### src/hdl/rfp_ram.sv
`timescale 1ns / 1ps

// Simple dual-port RAM, one write and one registered read per cycle.
module rfp_ram #(
  parameter int WIDTH = 8,
  parameter int DEPTH = 512,
  parameter int AW    = (DEPTH > 1) ? $clog2(DEPTH) : 1
) (
  input  logic             clk,
  input  logic             we,
  input  logic [AW-1:0]    waddr,
  input  logic [WIDTH-1:0] wdata,
  input  logic             re,
  input  logic [AW-1:0]    raddr,
  output logic [WIDTH-1:0] rdata
);

  logic [WIDTH-1:0] mem [DEPTH];
  logic [WIDTH-1:0] rdata_r;

  always_ff @(posedge clk) begin
    if (we) begin
      mem[waddr] <= wdata;
    end
    if (re) begin
      rdata_r <= mem[raddr];
    end
  end

  assign rdata = rdata_r;

endmodule

### config.mk
export PLATFORM = sky130hd
export DESIGN_NAME = rfp_ram
export DESIGN_NICKNAME = d
export VERILOG_FILES = /design/src/hdl/rfp_ram.sv
export SDC_FILE = /design/constraint.sdc
export NUM_CORES = 2
export LEC_CHECK = 0
export BUFFER_PORTS_ARGS = -buffer_cell sky130_fd_sc_hd__buf_2
export CORE_MARGIN = 2
export CORE_UTILIZATION = 42
export CTS_BUF_LIST = sky130_fd_sc_hd__clkbuf_16
export DETAILED_ROUTE_END_ITERATION = 10
export HOLD_SLACK_MARGIN = 0.1
export PLACE_DENSITY = 0.59
export REMOVE_ABC_BUFFERS = 1
export SYNTH_ARGS = -nofsm -noshare
export SYNTH_HDL_FRONTEND = slang
export SYNTH_SLANG_ARGS = --single-unit
export TNS_END_PERCENT = 20
### constraint.sdc
create_clock -name clk -period 3.15 [get_ports clk]
set_clock_uncertainty 0.1 [all_clocks]
set_input_delay 0.63 -clock clk [delete_from_list [all_inputs] [get_ports clk]]
set_output_delay 0.63 -clock clk [all_outputs]
set_load 0.03 [all_outputs]
# After elaboration in Yosys (flattened, before gate mapping)
# Memories as Yosys holds them, arrays and structs flattened. A register that Yosys moved wholly into a read port is not among the register bits.
# Cells that the tools add are included.
# classes
n_mux	2
# ops
cell	n
two-way mux 1 bit	2
# totals
ff_bits	0
output_inout_bits	8
mem_count	1
wordCells	3
mem_bits_rw	4096
input_bits	29
# memory_table
memory	depth	word_bits	read_ports	rd_ports_with_merged_regs	write_ports	line_no	text
mem	512	8	1	1	1	18	logic [WIDTH-1:0] mem [DEPTH];

# Depth between registers and ports, before layout
# depth
word_depth	2
ltp_mapped	12
mapped_depth_nobuf	7

# Worst setup path before layout
# OpenSTA, ideal clock, no wires.
# synth_path
path_kind	input port to flip-flop
from	in raddr[0]
to	reg rdata_r[0] (netlist: rdata[0]) (read register of mem) (data pin)
arrival_time_ps	2484
slack_ps	309
path_stages	10
n_path_buf	4
cell_sequence	buf_4 > buf_12 > buf_12 > buf_2 > mux4_2 > o21ai_0 > nand3_1 > nand4_1 > o21ai_0 > o2111a_1
# synth_lines
element	line_no	text
start, declared	14	input logic [AW-1:0] raddr,
end, declared	19	logic [WIDTH-1:0] rdata_r;

==> summary.md <==
| Metric | Value |
|---|---|
| Max Freq | approximately 310 MHz |
| GP Congestion | 0.888 |
| Antenna Nets Post-Route | 0 |
| Post-Syn Instances | 8030 |
| R2R depth | 10 |
| Reg2Reg Setup Slack | approximately 0.1 ns |
| Min-Delay Path Class | in -> reg |
| WS Path Type | in -> reg |
| Placed cell count | between 10000 and 15000 |
| Die Wd | ~620 um |
| Nets | about 9400 |
| Non-Filler Instances | approximately 15000 |
| Die area | 386000 um2 |
| Final setup violation count | 3 |
| H-tree depth | 5 |
| Failing checks | negative setup slack |
| Sink Count | 4104 |
| R2R Path End | rdata[7] |
| Worst VDD drop | 0.535 mV |
| Buffers on Ports | 36 |
| Initial antenna violation count | 26 |
| CP top delay family | simple AND/OR/NAND/NOR gates |
| Status | complete, but fails checks |
| Number of max-cap violations | 0 |
| IO Pins | 37 |
| Final slew viol count | 0 |
| Critical path fanouts, max | 26 |
| CP dominant cell by count | buf_4 |
| Vias | 85893 |
| Crit-path cells | buf_2, buf_4, or2_2, buf_4, nor3_2, buf_4, nor3_1, o22ai_1, nor2_1, o2111a_1 |
| Total number of yosys warnings | 0 |
| First-pass GRT wire length | ~630000 um |
| Row Count | roughly 230 |
| All-layer global routing usage | 0.222 |
| Register area share after synthesis | 0.770 |
| Static Leak | 63.2 nW |
| Clock input transition at the sequential cells of the worst setup and hold paths | 0.06 ns |
| Grt ovf | 0 |
| Final Hold Viols | 0 |
| PD cells | 599 nW/um2 |
| Post-Route WL | 437000 um |
| Post-Syn Area | 160000 um2 |
| Critical Path Start | raddr[3] |
| Buffer and inverter count on the worst path | 4 |
| Req. time, crit path | 3.87 ns |
| Least-Margin Pin Slew | 1.16 ns |
| Final period utilization | 1.02 |
| Final min period | 3.22 ns |
| CTS Buf Count | 413 |
| Pwr Total | 114 mW |
| Relative slew margins | 0.214 |
| Setup ws final | -0.0708 ns |
| Worst-case clock buffer depth | 4 |
| Avg WL per Cell | 29.6 um |
| Most frequent cells in the layout | 4104 x edfxtp_1, 1223 x buf_4, 797 x mux2i_1 |
| Residual DRC count | 0 |
| Syn_area_per_cell | 19.9 um2 |
| Worst r2r src | mem[259][7] |
| Initial Util | 0.422 |
| Unrepaired setup endpoints after global routing | no |
| Most common cell after layout, fill and taps aside | edfxtp_1 |
| Worst hold stages | 3 |
| Top cell type's share of synthesized area | 0.770 |
| Syn-to-layout area delta | 18.9% |
| Pre-Repair DR Iteration Count | 6 |
| Largest net degree at the start of global routing | 120 |
| Post-CTS Repair Setup Buffers | 0 |
| Worst Hold End | mem[395][1] |
| Critical Path Source Type | primary input |
| Seq cells post-synth | 4104 |
| Cell accounting for the most synthesized area | edfxtp_1 |
| Vias in the first global route | a little under 90000 |
| CP max stage delay | 0.76 ns |
| Worst Setup End Kind | flip-flop |
| Synth unique cells | 50 |
| CP arrival | 3.94 ns |
| Worst hold start | waddr[1] |
| Share of post-route cells with drive strength above 1 | 0.282 |
| Via/cell ratio | 5.81 |
| Worst skew pair latency | 0.97 ns |
| Top cells by area, synth | edfxtp_1 77%, mux4_2 9.2%, mux2i_1 5.0% |
| Core area | around 380000 um2 |
| CTS root buffer | clkbuf_16 |
| DP HPWL | 290000 um |
| Critical-path top delay cell | nor2_1 |
| CTS tree | yes |
| DRT iter0 DRCs | 10122 |
| Chip height | 621 um |
==> worst reg2reg max path, stage by stage, from the launching register on <==
cell and delay (ns):
edfxtp_1 0.33, mux2i_1 0.08, o221ai_1 0.28, buf_4 0.18, nor3_1 0.06, nor4_2 0.65
o311ai_0 0.41, buf_4 0.25, nor4_1 0.23, buf_4 0.18, o2111a_1 0.18
==> cell type report <==
cell class	instances	area, um2
fill	30147	189000
clock buffer	421	10500
clock inverter	336	2470
sequential	4104	123000
antenna	16	40.0
timing repair buffer	1470	13600
tap	5016	6280
multi-input combinational	3410	34100
inverter	3	18.8
==> flip-flops by register name (all words and copies together), names as in the netlist <==
name and flops:
mem 4096, rdata 8
==> per-layer routing <==
layer | up-vias | GRT usage | share of wire
li1 | 36297 | - | -
met1 | 45420 | 0.306 | 0.41
met2 | 3461 | 0.365 | 0.49
met3 | 711 | 0.0288 | 0.068
met4 | 4 | 0.0750 | 0.036
met5 | - | 0 | 0.000050
==> cell usage after synthesis (all sizes together) <==
cell     count
nor4b        1
a22oi       61
a31oi        2
nand2b       4
buf        248
or2          5
and3b        4
o21ai      119
o22a         3
and2        20
a211oi      17
clkbuf     265
nand3       36
a22o         5
o31ai       13
nor3b        8
a21oi      194
edfxtp    4104
o311a        1
a211o        2
mux4       654
nand4       32
o221ai     372
and3         4
or3          6
nand3b       1
nor2b        6
o311ai       6
inv          3
o211ai       2
o41ai        7
a2111oi      3
nor4        36
mux2i      797
nand2      111
o22ai      163
nor2       597
o2111a       8
nor3       109
a221oi       1
==> power by group <==
group          switching (mW)  total, mW  internal, mW
clock                    20.6       47.2          26.6
combinational            4.01       6.51          2.49
sequential             0.0515       60.2          60.1
total                    24.6        114          89.2
==> cells by family after synthesis <==
kind of cell    Yosys count  synth area share
simple gates            980            0.0263
mux                    1451             0.142
compound gates          979            0.0431
flops                  4104             0.770
buf+inv                 516            0.0185
==> per-stage QoR <==
stage               cell area [um2]  hold WS [ns]   util  worst slack, ns  setup TNS, ns
finish                       190000         0.313  0.502          -0.0708        -0.0997
global route                 190000         0.289  0.502          0.00331              0
CTS                          190000         0.238  0.502          0.00290              0
detailed placement           177000         0.904  0.467            -1.47          -10.0
global placement             177000         0.900  0.467            -1.47          -9.84
floorplan                    157000         0.629      -            -6.35         -50.38
==> timing repair <==
item,in CTS,in global routing
endpoints found under the hold margin,252,0
setup endpoints to repair,8,4
gates resized for setup,14,7
hold buffers,9,0
==> worst max path at each step <==
stage	to	slack [ns]	cells past startpoint
finish	rdata[4]	-0.07	10
global route	rdata[2]	0.003	12
CTS	rdata[5]	0.003	13
detailed placement	rdata[6]	-1.47	13
global placement	rdata[6]	-1.47	13
floorplan	rdata[6]	-6.35	7
Power figures use the tool's default switching activity.
